`config.mk`:
```
export PLATFORM = sky130hd
export DESIGN_NAME = sorted_priority_queue_unit_flat
export DESIGN_NICKNAME = d
export VERILOG_FILES = /design/src/hw/rtl/spq_pkg.sv /design/src/hw/rtl/spq_if.sv /design/src/hw/rtl/spq_ram.sv /design/src/hw/rtl/spq_ctrl.sv /design/src/hw/rtl/sorted_priority_queue_unit.sv /design/src/flat_wrapper.sv
export SDC_FILE = /design/constraint.sdc
export NUM_CORES = 1
export LEC_CHECK = 0
export ABC_AREA = 1
export BUFFER_PORTS_ARGS = -buffer_cell sky130_fd_sc_hd__buf_2
export CORE_MARGIN = 2
export CORE_UTILIZATION = 25
export CTS_CLUSTER_DIAMETER = 100
export CTS_CLUSTER_SIZE = 8
export DETAILED_ROUTE_END_ITERATION = 8
export GPL_TIMING_DRIVEN = 0
export PLACE_DENSITY = 0.5
export SYNTH_ARGS = -nofsm -noshare
export SYNTH_HDL_FRONTEND = slang
export SYNTH_SLANG_ARGS = --single-unit
```
`constraint.sdc`:
```
create_clock -name clk -period 6.37 [get_ports clk]
set_input_delay 1.274 -clock clk [delete_from_list [all_inputs] [get_ports clk]]
set_output_delay 1.274 -clock clk [all_outputs]
set_load 0.01 [all_outputs]
```
`src/hw/rtl/spq_pkg.sv`:
```
// ----------------------------------------------------------------------------
// spq_pkg
// Shared sizes, codes and types of the sorted priority queue.
// ----------------------------------------------------------------------------
package spq_pkg;

	// queue geometry and field widths
	localparam int QUEUE_DEPTH    = 16;
	localparam int VALUE_WIDTH    = 32;
	localparam int PRIORITY_WIDTH = 8;
	localparam int ADDR_W         = $clog2(QUEUE_DEPTH);
	localparam int CNT_W          = $clog2(QUEUE_DEPTH + 1);
	localparam int STATUS_W       = 2;

	// operation codes
	localparam logic FUNC_ENQ = 1'b0;
	localparam logic FUNC_DEQ = 1'b1;

	// result status codes
	localparam logic [STATUS_W-1:0] ST_DONE  = 2'd0;
	localparam logic [STATUS_W-1:0] ST_EMPTY = 2'd1;
	localparam logic [STATUS_W-1:0] ST_FULL  = 2'd2;

	// one stored entry
	typedef struct packed {
		logic [PRIORITY_WIDTH-1:0] prio;
		logic [VALUE_WIDTH-1:0]    value;
	} entry_t;

	localparam int ENTRY_W = $bits(entry_t);

	// request from the controller to the entry memory
	typedef struct packed {
		logic              we;
		logic [ADDR_W-1:0] waddr;
		entry_t            wdata;
		logic              re;
		logic [ADDR_W-1:0] raddr;
	} mem_req_t;

	// one result item
	typedef struct packed {
		logic [STATUS_W-1:0]       status;
		logic [VALUE_WIDTH-1:0]    value;
		logic [PRIORITY_WIDTH-1:0] prio;
		logic                      empty;
		logic [CNT_W-1:0]          count;
	} result_t;

endpackage

```
`src/hw/rtl/spq_if.sv`:
```
// ----------------------------------------------------------------------------
// spq_in_if / spq_out_if
// Valid/ready channels for request items and result items.
// ----------------------------------------------------------------------------
interface spq_in_if;
	import spq_pkg::*;

	logic                      valid;
	logic                      ready;
	logic                      func;
	logic [VALUE_WIDTH-1:0]    item_value;
	logic [PRIORITY_WIDTH-1:0] item_priority;

	modport source (output valid, func, item_value, item_priority, input ready);
	modport sink   (input valid, func, item_value, item_priority, output ready);
endinterface

interface spq_out_if;
	import spq_pkg::*;

	logic                      valid;
	logic                      ready;
	logic [STATUS_W-1:0]       status;
	logic [VALUE_WIDTH-1:0]    out_value;
	logic [PRIORITY_WIDTH-1:0] out_priority;
	logic                      now_empty;
	logic [CNT_W-1:0]          entry_count;

	modport source (output valid, status, out_value, out_priority, now_empty, entry_count,
		input ready);
	modport sink   (input valid, status, out_value, out_priority, now_empty, entry_count,
		output ready);
endinterface

```
`src/hw/rtl/spq_ram.sv`:
```
// ----------------------------------------------------------------------------
// spq_ram
// Simple dual-port synchronous RAM, one write and one registered read port.
// ----------------------------------------------------------------------------
module spq_ram #(
	parameter int DEPTH = 16,
	parameter int WIDTH = 40
) (
	input  logic                     clk,
	input  logic                     we,
	input  logic [$clog2(DEPTH)-1:0] waddr,
	input  logic [WIDTH-1:0]         wdata,
	input  logic                     re,
	input  logic [$clog2(DEPTH)-1:0] raddr,
	output logic [WIDTH-1:0]         rdata
);
	logic [WIDTH-1:0] mem [DEPTH];

	// write port
	always_ff @(posedge clk) begin
		if (we) begin
			mem[waddr] <= wdata;
		end
	end

	// read port, registered
	always_ff @(posedge clk) begin
		if (re) begin
			rdata <= mem[raddr];
		end
	end
endmodule

```
`src/hw/rtl/spq_ctrl.sv`:
```
// ----------------------------------------------------------------------------
// spq_ctrl
// Sequencer for the sorted queue: circular buffer kept in priority order,
// insertion by shifting entries up from the tail, one entry per cycle.
// ----------------------------------------------------------------------------
module spq_ctrl (
	input  logic              clk,
	input  logic              arst_n,
	spq_in_if.sink            req,
	spq_out_if.source         rsp,
	output spq_pkg::mem_req_t mem_req,
	input  spq_pkg::entry_t   rd_entry
);
	import spq_pkg::*;

	typedef enum logic [2:0] {
		S_IDLE,
		S_ENQ,
		S_PUT,
		S_DEQ,
		S_RESP
	} state_t;

	state_t            state_q, state_d;
	logic [ADDR_W-1:0] head_q, head_d;
	logic [CNT_W-1:0]  count_q, count_d;
	logic [CNT_W-1:0]  pos_q, pos_d;
	entry_t            new_q;
	result_t           res_q;
	result_t           out_q;
	logic              out_valid_q;

	logic    acc;
	logic    out_free;
	logic    full;
	logic    fin_valid;
	result_t fin_res;
	logic [CNT_W-1:0] cnt_m1;
	logic [CNT_W-1:0] pos_m1;
	logic [CNT_W-1:0] pos_m2;
	entry_t  req_entry;

	// circular address: base plus logical offset, wrapped at the depth
	function automatic logic [ADDR_W-1:0] wrap_add(input logic [ADDR_W-1:0] base,
		input logic [ADDR_W-1:0] off);
		logic [ADDR_W:0] s;
		s = {1'b0, base} + {1'b0, off};
		if (s >= (ADDR_W+1)'(QUEUE_DEPTH)) begin
			s = s - (ADDR_W+1)'(QUEUE_DEPTH);
		end
		return s[ADDR_W-1:0];
	endfunction

	// handshake
	assign req.ready = (state_q == S_IDLE);
	assign acc       = req.valid && req.ready;
	assign out_free  = !out_valid_q || rsp.ready;
	assign full      = (count_q == CNT_W'(QUEUE_DEPTH));
	assign cnt_m1    = count_q - CNT_W'(1);
	assign pos_m1    = pos_q - CNT_W'(1);
	assign pos_m2    = pos_q - CNT_W'(2);
	assign req_entry = '{prio: req.item_priority, value: req.item_value};

	// next state, memory requests and finished result
	always_comb begin
		state_d   = state_q;
		head_d    = head_q;
		count_d   = count_q;
		pos_d     = pos_q;
		mem_req   = '0;
		fin_valid = 1'b0;
		fin_res   = '0;
		case (state_q)
			S_IDLE: begin
				if (acc) begin
					if (req.func == FUNC_DEQ) begin
						if (count_q == '0) begin
							fin_valid      = 1'b1;
							fin_res.status = ST_EMPTY;
						end else begin
							mem_req.re    = 1'b1;
							mem_req.raddr = head_q;
							state_d       = S_DEQ;
						end
					end else if (full) begin
						fin_valid      = 1'b1;
						fin_res.status = ST_FULL;
					end else if (count_q == '0) begin
						// first entry goes straight to the front
						mem_req.we    = 1'b1;
						mem_req.waddr = head_q;
						mem_req.wdata = req_entry;
						count_d       = count_q + CNT_W'(1);
						fin_valid     = 1'b1;
						fin_res.status = ST_DONE;
					end else begin
						// start the scan at the tail entry
						mem_req.re    = 1'b1;
						mem_req.raddr = wrap_add(head_q, cnt_m1[ADDR_W-1:0]);
						pos_d         = count_q;
						state_d       = S_ENQ;
					end
				end
			end
			S_ENQ: begin
				if (rd_entry.prio < new_q.prio) begin
					// lower priority entry moves one slot back
					mem_req.we    = 1'b1;
					mem_req.waddr = wrap_add(head_q, pos_q[ADDR_W-1:0]);
					mem_req.wdata = rd_entry;
					pos_d         = pos_m1;
					if (pos_q == CNT_W'(1)) begin
						state_d = S_PUT;
					end else begin
						mem_req.re    = 1'b1;
						mem_req.raddr = wrap_add(head_q, pos_m2[ADDR_W-1:0]);
					end
				end else begin
					mem_req.we     = 1'b1;
					mem_req.waddr  = wrap_add(head_q, pos_q[ADDR_W-1:0]);
					mem_req.wdata  = new_q;
					count_d        = count_q + CNT_W'(1);
					fin_valid      = 1'b1;
					fin_res.status = ST_DONE;
				end
			end
			S_PUT: begin
				// new entry takes the front slot
				mem_req.we     = 1'b1;
				mem_req.waddr  = head_q;
				mem_req.wdata  = new_q;
				count_d        = count_q + CNT_W'(1);
				fin_valid      = 1'b1;
				fin_res.status = ST_DONE;
			end
			S_DEQ: begin
				head_d         = wrap_add(head_q, ADDR_W'(1));
				count_d        = cnt_m1;
				fin_valid      = 1'b1;
				fin_res.status = ST_DONE;
				fin_res.value  = rd_entry.value;
				fin_res.prio   = rd_entry.prio;
			end
			S_RESP: begin
				if (out_free) begin
					state_d = S_IDLE;
				end
			end
			default: begin
				state_d = S_IDLE;
			end
		endcase
		fin_res.count = count_d;
		fin_res.empty = (count_d == '0);
		if (fin_valid) begin
			state_d = out_free ? S_IDLE : S_RESP;
		end
	end

	// control state and result valid
	always_ff @(posedge clk or negedge arst_n) begin
		if (!arst_n) begin
			state_q     <= S_IDLE;
			head_q      <= '0;
			count_q     <= '0;
			out_valid_q <= 1'b0;
		end else begin
			state_q <= state_d;
			head_q  <= head_d;
			count_q <= count_d;
			if ((fin_valid || state_q == S_RESP) && out_free) begin
				out_valid_q <= 1'b1;
			end else if (rsp.ready) begin
				out_valid_q <= 1'b0;
			end
		end
	end

	// payload registers
	always_ff @(posedge clk) begin
		pos_q <= pos_d;
		if (acc) begin
			new_q <= req_entry;
		end
		if (fin_valid) begin
			if (out_free) begin
				out_q <= fin_res;
			end else begin
				res_q <= fin_res;
			end
		end else if (state_q == S_RESP && out_free) begin
			out_q <= res_q;
		end
	end

	// result port
	assign rsp.valid        = out_valid_q;
	assign rsp.status       = out_q.status;
	assign rsp.out_value    = out_q.value;
	assign rsp.out_priority = out_q.prio;
	assign rsp.now_empty    = out_q.empty;
	assign rsp.entry_count  = out_q.count;
endmodule

```
`src/hw/rtl/sorted_priority_queue_unit.sv`:
```
// Dequeue: head entry read from the RAM, then registered as the result; no new item is taken before.
// Enqueue: entries of lower priority move back one slot,
//   one entry per cycle through the single read and write port of the entry RAM.
// Dequeue on empty, enqueue on full, enqueue into empty queue: finished in the idle state, no RAM read.
// Reset clears head pointer and count; the entry RAM is not cleared.
// ----------------------------------------------------------------------------
// sorted_priority_queue_unit
// Bounded priority queue held in one RAM in priority order, highest first.
// ----------------------------------------------------------------------------
module sorted_priority_queue_unit (
	input  logic      clk,
	input  logic      arst_n,
	spq_in_if.sink    req,
	spq_out_if.source rsp
);
	import spq_pkg::*;

	mem_req_t           mem_req;
	logic [ENTRY_W-1:0] rdata;
	entry_t             rd_entry;

	assign rd_entry = entry_t'(rdata);

	// entry storage
	spq_ram #(
		.DEPTH (QUEUE_DEPTH),
		.WIDTH (ENTRY_W)
	) u_ram (
		.clk   (clk),
		.we    (mem_req.we),
		.waddr (mem_req.waddr),
		.wdata (mem_req.wdata),
		.re    (mem_req.re),
		.raddr (mem_req.raddr),
		.rdata (rdata)
	);

	// sequencer
	spq_ctrl u_ctrl (
		.clk      (clk),
		.arst_n   (arst_n),
		.req      (req),
		.rsp      (rsp),
		.mem_req  (mem_req),
		.rd_entry (rd_entry)
	);
endmodule
```
`src/flat_wrapper.sv`:
```
// flat-port wrapper written by rule: the top's interface ports become plain ports
module sorted_priority_queue_unit_flat import spq_pkg::*;
  (clk, arst_n, req_valid, req_func, req_item_value, req_item_priority, req_ready, rsp_valid, rsp_status, rsp_out_value, rsp_out_priority, rsp_now_empty, rsp_entry_count, rsp_ready);
  spq_in_if req_i ();
  spq_out_if rsp_i ();
  input  logic clk;
  input  logic arst_n;
  input wire logic [$bits(req_i.valid)-1:0] req_valid;
  input wire logic [$bits(req_i.func)-1:0] req_func;
  input wire logic [$bits(req_i.item_value)-1:0] req_item_value;
  input wire logic [$bits(req_i.item_priority)-1:0] req_item_priority;
  output wire logic [$bits(req_i.ready)-1:0] req_ready;
  output wire logic [$bits(rsp_i.valid)-1:0] rsp_valid;
  output wire logic [$bits(rsp_i.status)-1:0] rsp_status;
  output wire logic [$bits(rsp_i.out_value)-1:0] rsp_out_value;
  output wire logic [$bits(rsp_i.out_priority)-1:0] rsp_out_priority;
  output wire logic [$bits(rsp_i.now_empty)-1:0] rsp_now_empty;
  output wire logic [$bits(rsp_i.entry_count)-1:0] rsp_entry_count;
  input wire logic [$bits(rsp_i.ready)-1:0] rsp_ready;
  assign req_i.valid = req_valid;
  assign req_i.func = req_func;
  assign req_i.item_value = req_item_value;
  assign req_i.item_priority = req_item_priority;
  assign req_ready = req_i.ready;
  assign rsp_valid = rsp_i.valid;
  assign rsp_status = rsp_i.status;
  assign rsp_out_value = rsp_i.out_value;
  assign rsp_out_priority = rsp_i.out_priority;
  assign rsp_now_empty = rsp_i.now_empty;
  assign rsp_entry_count = rsp_i.entry_count;
  assign rsp_i.ready = rsp_ready;
  sorted_priority_queue_unit u_core (.clk(clk), .arst_n(arst_n), .req(req_i), .rsp(rsp_i));
endmodule
```
* After elaboration in Yosys (flattened, before gate mapping) *
Memories as Yosys holds them, arrays and structs flattened. A register that Yosys moved wholly into a read port is not among the register bits.
Cells that the tools add are included.

storage, ports and cells
  bits in registers = 154
  bits in writable memories = 640
  input bits = 45
  output and inout port bits = 50
  word-level logic and storage cells = 130
  memories kept = 1

memory list
  memory            depth  bits a word  rd ports  clocked after Yosys merged registers in  write ports  RTL line       source
  u_core.u_ram.mem  16     40           1         1                                        1            spq_ram.sv:17  logic [WIDTH-1:0] mem [DEPTH];

operators by class
  add/sub/neg operators = 12
  magnitude comparators = 5
  eq/ne operators = 19
  multiplexer cells = 58
  bitwise gates (word level) = 1
  reductions and logical operators = 17

operator list
  operator             count
  $mux 48              3
  $pmux 45 s3          1
  $mux 50              2
  $mux 45              2
  $mux 40              2
  $mux 5               15
  $mux 3               10
  $ge 5x5->1 const B   4
  $pmux 5 s2           2
  $pmux 5 s4           1
  $mux 4               4
  $sub 4x1->4 const B  4
  $add 4x4->5          3
  $ne 3x3->1 const B   4
  $pmux 3 s4           1
  $logic_not 5->1      2
  $mux 1               10
  $ne 2x2->1 const B   5
  $sub 5x1->5 const B  2
  $lt 8x8->1           1
  $mux 2               4
  $reduce_and 7->1     1
  $eq 3x2->1 const B   2
  $reduce_and 6->1     1
  19 further kinds     26

* Longest topological paths before layout *
Gate-level depths: netlist of run 1.

  depth after elaboration = 11
  gate-level depth with buffers = 17
  depth with buffers taken out = 15

* Hierarchy *
Synthesis of run 1 repeated with hierarchy kept, for this count alone.

second synthesis, totals
  cells, all modules = 3368
  area total of the unflattened synthesis = 36207.2 µm²

modules (own cells, without submodules)
  module    times used  cells each  area an instance (µm²)
  spq_ram   1           2644        28678.8
  spq_ctrl  1           724         7528.5

* Worst setup path before layout of run 1 *
No wires, ideal clock.

  path type = input-to-reg
  from = input port req_func
  to = memory u_core.u_ram.mem[0][0] (enable)
  setup time = 487 ps
  arrival = 5064 ps
  path slack = 819 ps
  stages = 9
  buffers on the path = 1
  path through = buf_2 -> inv_1 -> nand3_1 -> inv_1 -> nor2_1 -> inv_1 -> a21oi_1 -> nand2_1 -> nor3_1

on the way
  cells in the longest elaborated chain, start to end = 5

ends and longest elaborated chain
  item                          RTL line           source
  start, declared               flat_wrapper.sv:9  input wire logic [$bits(req_i.func)-1:0] req_func;
  $mux 45 *                     spq_ctrl.sv:76     if (req.func == FUNC_DEQ) begin
  $mux 50 *                     spq_ctrl.sv:75     if (acc) begin
  $pmux 45 s3 *                 spq_ctrl.sv:73     case (state_q)
  $mux 1                        spq_ram.sv:21      if (we) begin
  $mux 1 (not written as such)  spq_ram.sv:22      mem[waddr] <= wdata;
  end, declared                 spq_ram.sv:17

Every way passes the cells marked *; elsewhere a longest branch is shown, timed or not.

* Worst setup path after layout of run 1 *
  from = register u_core.u_ctrl.count_q[0]
  to = register u_core.u_ram.rdata[39] (read register of u_core.u_ram.mem) (data pin)

on the way
  cells in the longest elaborated chain, start to end = 9
  elaborated cells on any way between the ends = 13
  classes of those cells = add/sub (3); order compare (1); eq/ne (1); mux (7); reduce/logical (1)

ends and longest elaborated chain
  item                                       RTL line                        source
  start, declared                            spq_ctrl.sv:26                  logic [CNT_W-1:0] count_q, count_d;
  start signal, assigned                     spq_ctrl.sv:170                 count_q <= count_d;
  $sub 5x1->5                                spq_ctrl.sv:59                  assign cnt_m1 = count_q - CNT_W'(1);
  $add 4x4->5                                spq_ctrl.sv:47                  s = {1'b0, base} + {1'b0, off};
  $sub 4x1->4 or $ge 5x5->1 (tied branches)  spq_ctrl.sv:49, spq_ctrl.sv:48
  $mux 4                                     spq_ctrl.sv:48                  if (s >= (ADDR_W+1)'(QUEUE_DEPTH)) begin
  $mux 5                                     spq_ctrl.sv:88                  end else if (count_q == '0) begin
  $mux 50                                    spq_ctrl.sv:85                  end else if (full) begin
  $mux 5 *                                   spq_ctrl.sv:76
  $mux 50 *                                  spq_ctrl.sv:75
  $pmux 5 s2 *                               spq_ctrl.sv:73
  end, declared                              spq_ram.sv:15                   output logic [WIDTH-1:0] rdata

Marks and branches as above.
A chain may end at the register's enable or synchronous reset.

==> results of run 1 <==
==> synthesized netlist by cell type, drive strengths merged <==
| cell type | number | share of area, % |
|---|---|---|
| clkinv | 1 | 0.024 |
| nand2 | 806 | 8.4 |
| or2 | 4 | 0.069 |
| dfrtp | 13 | 0.90 |
| a2111oi | 1 | 0.024 |
| nand3 | 621 | 8.6 |
| nor4 | 1 | 0.017 |
| fa | 3 | 0.17 |
| nor3 | 2 | 0.028 |
| ha | 23 | 0.79 |
| nor2 | 84 | 0.98 |
| and3 | 1 | 0.017 |
| o21a | 1 | 0.021 |
| a22oi | 1 | 0.021 |
| inv | 341 | 3.5 |
| edfxtp | 821 | 68 |
| xor2 | 10 | 0.24 |
| nand3b | 161 | 3.3 |
| o211ai | 36 | 0.78 |
| o22ai | 2 | 0.034 |
| o21ai | 61 | 0.84 |
| a21o | 2 | 0.041 |
| a21oi | 12 | 0.17 |
| o2111ai | 1 | 0.024 |
| clkbuf | 68 | 0.70 |
| a211oi | 1 | 0.021 |
| nor3b | 1 | 0.021 |
| o21bai | 1 | 0.021 |
| xnor2 | 5 | 0.12 |
| buf | 126 | 1.8 |
| nand4 | 7 | 0.16 |
| o2bb2ai | 1 | 0.024 |
| o221ai | 7 | 0.17 |
==> flip-flops by register name, summed over array words and instances (netlist names), 5 cells and up <==
register,flops
u_core.u_ctrl.rsp.out_value,32
u_core.u_ctrl.count_q,5
u_core.u_ctrl.pos_q,5
u_core.u_ctrl.res_q,48
u_core.u_ram.rdata,40
u_core.u_ctrl.rsp.entry_count,5
u_core.u_ram.mem,640
u_core.u_ctrl.rsp.out_priority,8
u_core.u_ctrl.new_q,40
==> power groups by stage <==
| stage | sequential, W | clock (W) | combinational (W) |
|---|---|---|---|
| after floorplan | 0.00918 | 0 | 0.00640 |
| after global placement | 0.00931 | 0 | 0.0110 |
| after detailed placement | 0.00910 | 0 | 0.0119 |
| after CTS | 0.00901 | 0.00560 | 0.0119 |
| after global routing | 0.00910 | 0.00583 | 0.0130 |
| final | 0.00900 | 0.00550 | 0.0120 |
==> final timing paths <==
kind,from,endpoint,slack (ps),cells past startpoint
min in group clk,u_core.u_ctrl.res_q[47],u_core.u_ctrl.rsp.status[1],510,2
min reg2reg,u_core.u_ctrl.res_q[47],u_core.u_ctrl.rsp.status[1],510,2
max,u_core.u_ctrl.count_q[0],u_core.u_ram.rdata[39],2020,12
max in group asynchronous,arst_n,u_core.u_ctrl.count_q[3],5580,1
min,arst_n,u_core.u_ctrl.head_q[0],490,1
max reg2reg,u_core.u_ctrl.count_q[0],u_core.u_ram.rdata[39],2020,12
==> kinds of logic after synthesis <==
logic type | synth area share (%)
and+or+nand+nor | 21.61
AOI/OAI and AO/OA | 2.188
xor gates and xnor gates | 0.3618
DFF | 68.80
buffers and inverters | 6.082
adders and majority gates | 0.9580
==> worst reg2reg max path, stage by stage (launching register included) <==
cell and delay, ps:
dfrtp_1 530, inv_2 160, ha_1 390, fa_1 430, o21ai_0 150, nand2_1 80
nand2_2 420, clkbuf_1 1070, buf_2 400, nand2_1 90, nand3_1 120, nand3_1 110
nand2_1 220
==> cell type report <==
type                       instances  area [um^2]  share of cell area [%]
inverter                         342         1295                   2.979
multi-input combinational       1856         9304                   21.40
sequential                       834        24980                   57.46
clock inverter                     7        165.2                  0.3799
tap                             1903         2381                   5.478
buffer                           194        917.1                   2.110
clock buffer                     135         2953                   6.793
antenna                            1        2.502                0.005757
timing repair buffer             170         1473                   3.388
==> through the flow <==
stage | setup slack (ps) | total power (W) | TNS, ps | std cells | hold slack (ps)
floorplan | 819.1 | 0.01558 | 0 | 3226 | 487.4
global placement | -2890 | 0.02031 | -393060 | 5222 | 496.4
detailed placement | 1716 | 0.02097 | 0 | 5295 | 499.8
CTS | 2008 | 0.02654 | 0 | 5437 | 457.1
global route | 1893 | 0.02789 | 0 | 5441 | 485.0
finish | 2017 | 0.02646 | 0 | 5442 | 491.8
==> per-layer routing <==
| layer | track usage, % | vias up |
|---|---|---|
| met1 | 22.54 | 12102 |
| met3 | 2.774 | 159 |
| met2 | 22.83 | 1030 |
| met5 | 0 | - |
| li1 | - | 11659 |
| met4 | 3.986 | 0 |
==> results.txt, run 1 <==
Outcome = completed
Leakage = 16.67 nW
Final Core Density = 30.22%
Top sig layer = met4
Initial antenna violation count = 12
CP max FO = 10
Tmin final = 4353 ps
Cell Pwr Density = 608.7 mW/mm^2
Layout fillers = 14581
Layout cells sized above 1 = 12.80%
Total gr overflow = 0
Slowest stage delay, CP = 1050 ps
Rel. slew slack = 9.530%
Die width = 385.1 um
Mapped Cells = 3226
Worst Path Arrival = 4870 ps
Endpoints failing setup = 0
Root buffer cell = clkbuf_16
RSZ-0062 raised after global routing = no
PortBufs = 93
Max IR drop VDD = 0.0003292 V
Worst-Margin Slew = 1357 ps
Sequential Power Share = 34.0%
Area grow syn2layout = 19.72%
Die Y = 385.1 um
CP Launch Type = register
Maximum root-to-sink buffer count = 3
Switch share = 42.59%
Max Cap Viol = 0
Postcts setup bufs = 0
Net Switching = 0.01127 W
Placed cell area = 0.04029 mm^2
# hold bufs at CTS = 0
Fin. max-slew vios = 0
Nets@finish = 3583
Clock buffer count from CTS = 114
Post-DP HPWL = 78670 um
Critical Path, Cell by Cell = inv_2, ha_1, fa_1, o21ai_0, nand2_1, nand2_2, clkbuf_1, buf_2, nand2_1, nand3_1, nand3_1, nand2_1
Cell family with most CP delay = buffers and inverters
Yosys warns = 0
Most common cell after layout, fill and taps aside = edfxtp_1
CTS tree = built
Clock share of power = 20.8%
Seq cells post-synth = 834
Clk slew on worst S/H paths = 50 ps
Library cells used by synthesis = 48
Pin count of the biggest net entering global routing = 49
Gate power share = 45.2%
Die area = 0.1483 mm^2
Wire per inst = 21.06 um
Residual DRC = 0
Vias/cell = 4.585
Gp weighted congestion = 0.8539
Fmax = 0.2297 GHz
Crit path max-delay cell type = clkbuf_1
Seq/Total Area, Yosys = 68.80%
IO Pins = 95
Clock Skews = 43.33 ps
CTS resizes = 0
Crit Path Class = register to register
Core Footprint = 0.1438 mm^2
Worst path required time = 6890 ps
Hold Path Class = primary input to async pin
Hold Fails Final Rpt = 0
Cell-internal power = 0.01519 W
Routed met2 length = 49780 um
Vias = 24950
Tcrit/Tclk final = 68.34%
Worst path buffer plus inverter count = 3
Worst skew pair latency = 730 ps
Gr usage total = 15.26%
Routed met3 length = 9588 um
Avg Inst Size Synth = 11.25 um^2
Initial Utilization = 25.24%
Clock Sinks = 834
Drt initial violations = 2686
Mapped cell area = 0.03631 mm^2
CP Capture Type = register
Floorplan row count = 139
Post-route ant nets = 0
H-tree Lvls = 3
Vias in the first global route = 23920
Post-route met1 wirelength = 52720 um
Syn Nets = 3297
First drt pass iteration count = 6
First-pass GRT wire length = 164800 um
Fin area = 0.04347 mm^2
Most frequent cells in the layout = edfxtp_1, nand2_1, nand3_1
Most frequent CP cell = nand2_1
Drt total wl = 114600 um
Note: power is estimated with default switching activity, not from simulation.
==> inputs of run 2 (changes only) <==
--- a/config.mk
+++ b/config.mk
@@ -13,7 +13,7 @@
 export CTS_CLUSTER_SIZE = 8
 export DETAILED_ROUTE_END_ITERATION = 8
 export GPL_TIMING_DRIVEN = 0
-export PLACE_DENSITY = 0.5
+export PLACE_DENSITY = 0.51
 export SYNTH_ARGS = -nofsm -noshare
 export SYNTH_HDL_FRONTEND = slang
 export SYNTH_SLANG_ARGS = --single-unit
==> constraint.sdc (replaced) <==
create_clock -name clk -period 3.7 [get_ports clk]
set_input_delay 0.74 -clock clk [delete_from_list [all_inputs] [get_ports clk]]
set_output_delay 0.74 -clock clk [all_outputs]
set_load 0.01 [all_outputs]
==> results.txt, run 2 (synthesis results as in run 1) <==
Outcome = completed (unchanged)
Placed cell area = 0.04020 mm^2 (was 0.04029 mm^2)
Die width = 385.1 um (unchanged)
Area grow syn2layout = 20.79% (was 19.72%)
First-pass GRT wire length = 162700 um (was 164800 um)
Clk slew on worst S/H paths = 50 ps (about the same)
Worst-Margin Slew = 1199 ps (was 1357 ps)
Initial antenna violation count = 11 (was 12)
PortBufs = 93 (unchanged)
Layout cells sized above 1 = 14.55% (was 12.80%)
Setup ws final = 29.90 ps (was 2017 ps)
CP Launch Type = register (unchanged)
Max Cap Viol = 0 (unchanged)
Tcrit/Tclk final = 99.19% (was 68.34%)
Total gr overflow = 0 (unchanged)
Post-route ant nets = 0 (unchanged)
Core Footprint = 0.1438 mm^2 (unchanged)
Worst skew pair latency = 730 ps (about the same)
Most frequent cells in the layout = edfxtp_1, nand2_1, nand3_1 (unchanged)
Wire per inst = 20.83 um (was 21.06 um)
Hold Path Class = primary input to register (was primary input to async pin)
CP Capture Type = register (unchanged)
Beginning of the worst register-to-register path = u_core.u_ctrl.state_q[2] (was u_core.u_ctrl.count_q[0])
Gr usage total = 15.08% (was 15.26%)
Crit path max-delay cell type = nor2_4 (was clkbuf_1)
Critical path origin = u_core.u_ctrl.state_q[2] (was u_core.u_ctrl.count_q[0])
Hold Fails Final Rpt = 0 (unchanged)
Tmin final = 3670 ps (was 4353 ps)
Root buffer cell = clkbuf_16 (unchanged)
Pin count of the biggest net entering global routing = 45 (was 49)
Most common cell after layout, fill and taps aside = edfxtp_1 (unchanged)
Hold Path Origin = req_item_value[2]
Critical Path, Cell by Cell = buf_2, inv_4, nand3_2, inv_1, clkbuf_1, o21ai_0, a21o_1, o21ai_1, nand2_1, nor2_4, buf_12 (was inv_2, ha_1, fa_1, o21ai_0, nand2_1, nand2_2, clkbuf_1, buf_2, nand2_1, nand3_1, nand3_1, nand2_1)
Max IR drop VDD = 0.0005639 V (was 0.0003292 V)
Vias = 25217 (was 24950)
Cell Pwr Density = 1049 mW/mm^2 (was 608.7 mW/mm^2)
Nets@finish = 3624 (was 3583)
Slowest stage delay, CP = 760 ps (was 1050 ps)
Vias in the first global route = 23772 (was 23920)
CP max FO = 21 (was 10)
Setup TNS = 0 ps (unchanged)
Largest Register = u_core.u_ram.mem (unchanged)
Maximum root-to-sink buffer count = 3 (unchanged)
Reg-to-reg setup timing slack = 30 ps (was 2020 ps)
Leakage = 16.94 nW (was 16.67 nW)
Fin area = 0.04386 mm^2 (was 0.04347 mm^2)
Drt total wl = 114100 um (was 114600 um)
Endpoints failing setup = 0 (unchanged)
Die area = 0.1483 mm^2 (unchanged)
IO Pins = 95 (unchanged)
Biggest regs = u_core.u_ram.mem: 640 flops, u_core.u_ctrl.res_q: 48 flops (unchanged)
CTS tree = built (unchanged)
Residual DRC = 0 (unchanged)
Floorplan row count = 139 (unchanged)
Drt initial violations = 2586 (was 2686)
Clock Skews = 61.86 ps (was 43.33 ps)
Max reg flops = 640 (unchanged)
Gp weighted congestion = 0.8437 (was 0.8539)
Clock Sinks = 834 (unchanged)
Worst Path Arrival = 4050 ps (was 4870 ps)
Vias/cell = 4.603 (was 4.585)
First drt pass iteration count = 9 (was 6)
Worst path required time = 4080 ps (was 6890 ps)
Clock buffer count from CTS = 114 (unchanged)
Initial Utilization = 25.24% (unchanged)
Fin. max-slew vios = 0 (unchanged)
Die Y = 385.1 um (unchanged)
Final Power = 0.04601 W (was 0.02646 W)
Crit Path Class = register to register (unchanged)
Post-DP HPWL = 77440 um (was 78670 um)
Place WS = -563.5 ps (was 1716 ps)
RSZ-0062 raised after global routing = yes (was no)
H-tree Lvls = 3 (unchanged)
Fmax = 0.2725 GHz (was 0.2297 GHz)
Rel. slew slack = 20.07% (was 9.530%)
==> run 2: what timing repair did <==
| action | CTS | global route |
|---|---|---|
| pin swaps | 17 | 21 |
| resized for setup | 22 | 26 |
| gates cloned | 2 | 0 |
| setup buffers | 23 | 30 |
| hold endpoints to repair | 13 | 0 |
| setup endpoints to repair | 771 | 700 |
| hold buffers | 1 | 0 |
==> run 2: layout make-up <==
type / count / area [um^2]
Inverter: 342 / 1304
Multi-Input combinational cell: 1858 / 9368
Antenna cell: 1 / 2.502
Timing Repair Buffer: 209 / 1826
Sequential cell: 834 / 24980
Clock buffer: 131 / 2938
Buffer: 194 / 947.2
Clock inverter: 6 / 111.4
Tap cell: 1903 / 2381
Fill cell: 14586 / 99970
==> run 2: worst paths after layout <==
| path | end | cells past startpoint |
|---|---|---|
| max in group asynchronous | u_core.u_ctrl.count_q[0] | 2 |
| min | u_core.u_ctrl.new_q[2] | 1 |
| max reg2reg | u_core.u_ram.mem[11][10] | 11 |
| min reg2reg | u_core.u_ctrl.rsp.now_empty | 2 |
| min in group asynchronous | u_core.u_ctrl.head_q[0] | 2 |
| max | u_core.u_ram.mem[11][10] | 11 |
==> run 2: critical path: cells and delay by family (launching register included) <==
kind	cells	cell delay, ps
compound gates	3	550
flops	1	350
buf+inv	5	1150
simple gates	3	1270
==> run 2: through the flow <==
stage                     hold WS [ps]  std cells  utilization (%)
after floorplan                  444.4       3226                -
after global placement           495.5       5222            27.25
after detailed placement         508.7       5284            27.95
after CTS                        168.5       5447            30.27
after global routing             186.5       5477            30.49
final                            216.4       5478            30.49
==> run 2: report_power, final <==
group          switching (W)  internal [W]  leakage [nW]
Sequential          0.000579        0.0149          7.80
Combinational         0.0150       0.00620          7.66
Clock                0.00388       0.00549          1.48
==> run 2: routing by layer <==
metal | up-vias | GRT usage (%) | share of wire (%)
met5 | - | 0 | 0.020
met4 | 4 | 3.776 | 2.2
met3 | 177 | 3.572 | 9.1
met2 | 1037 | 22.04 | 42
met1 | 12261 | 22.26 | 46
li1 | 11738 | - | -
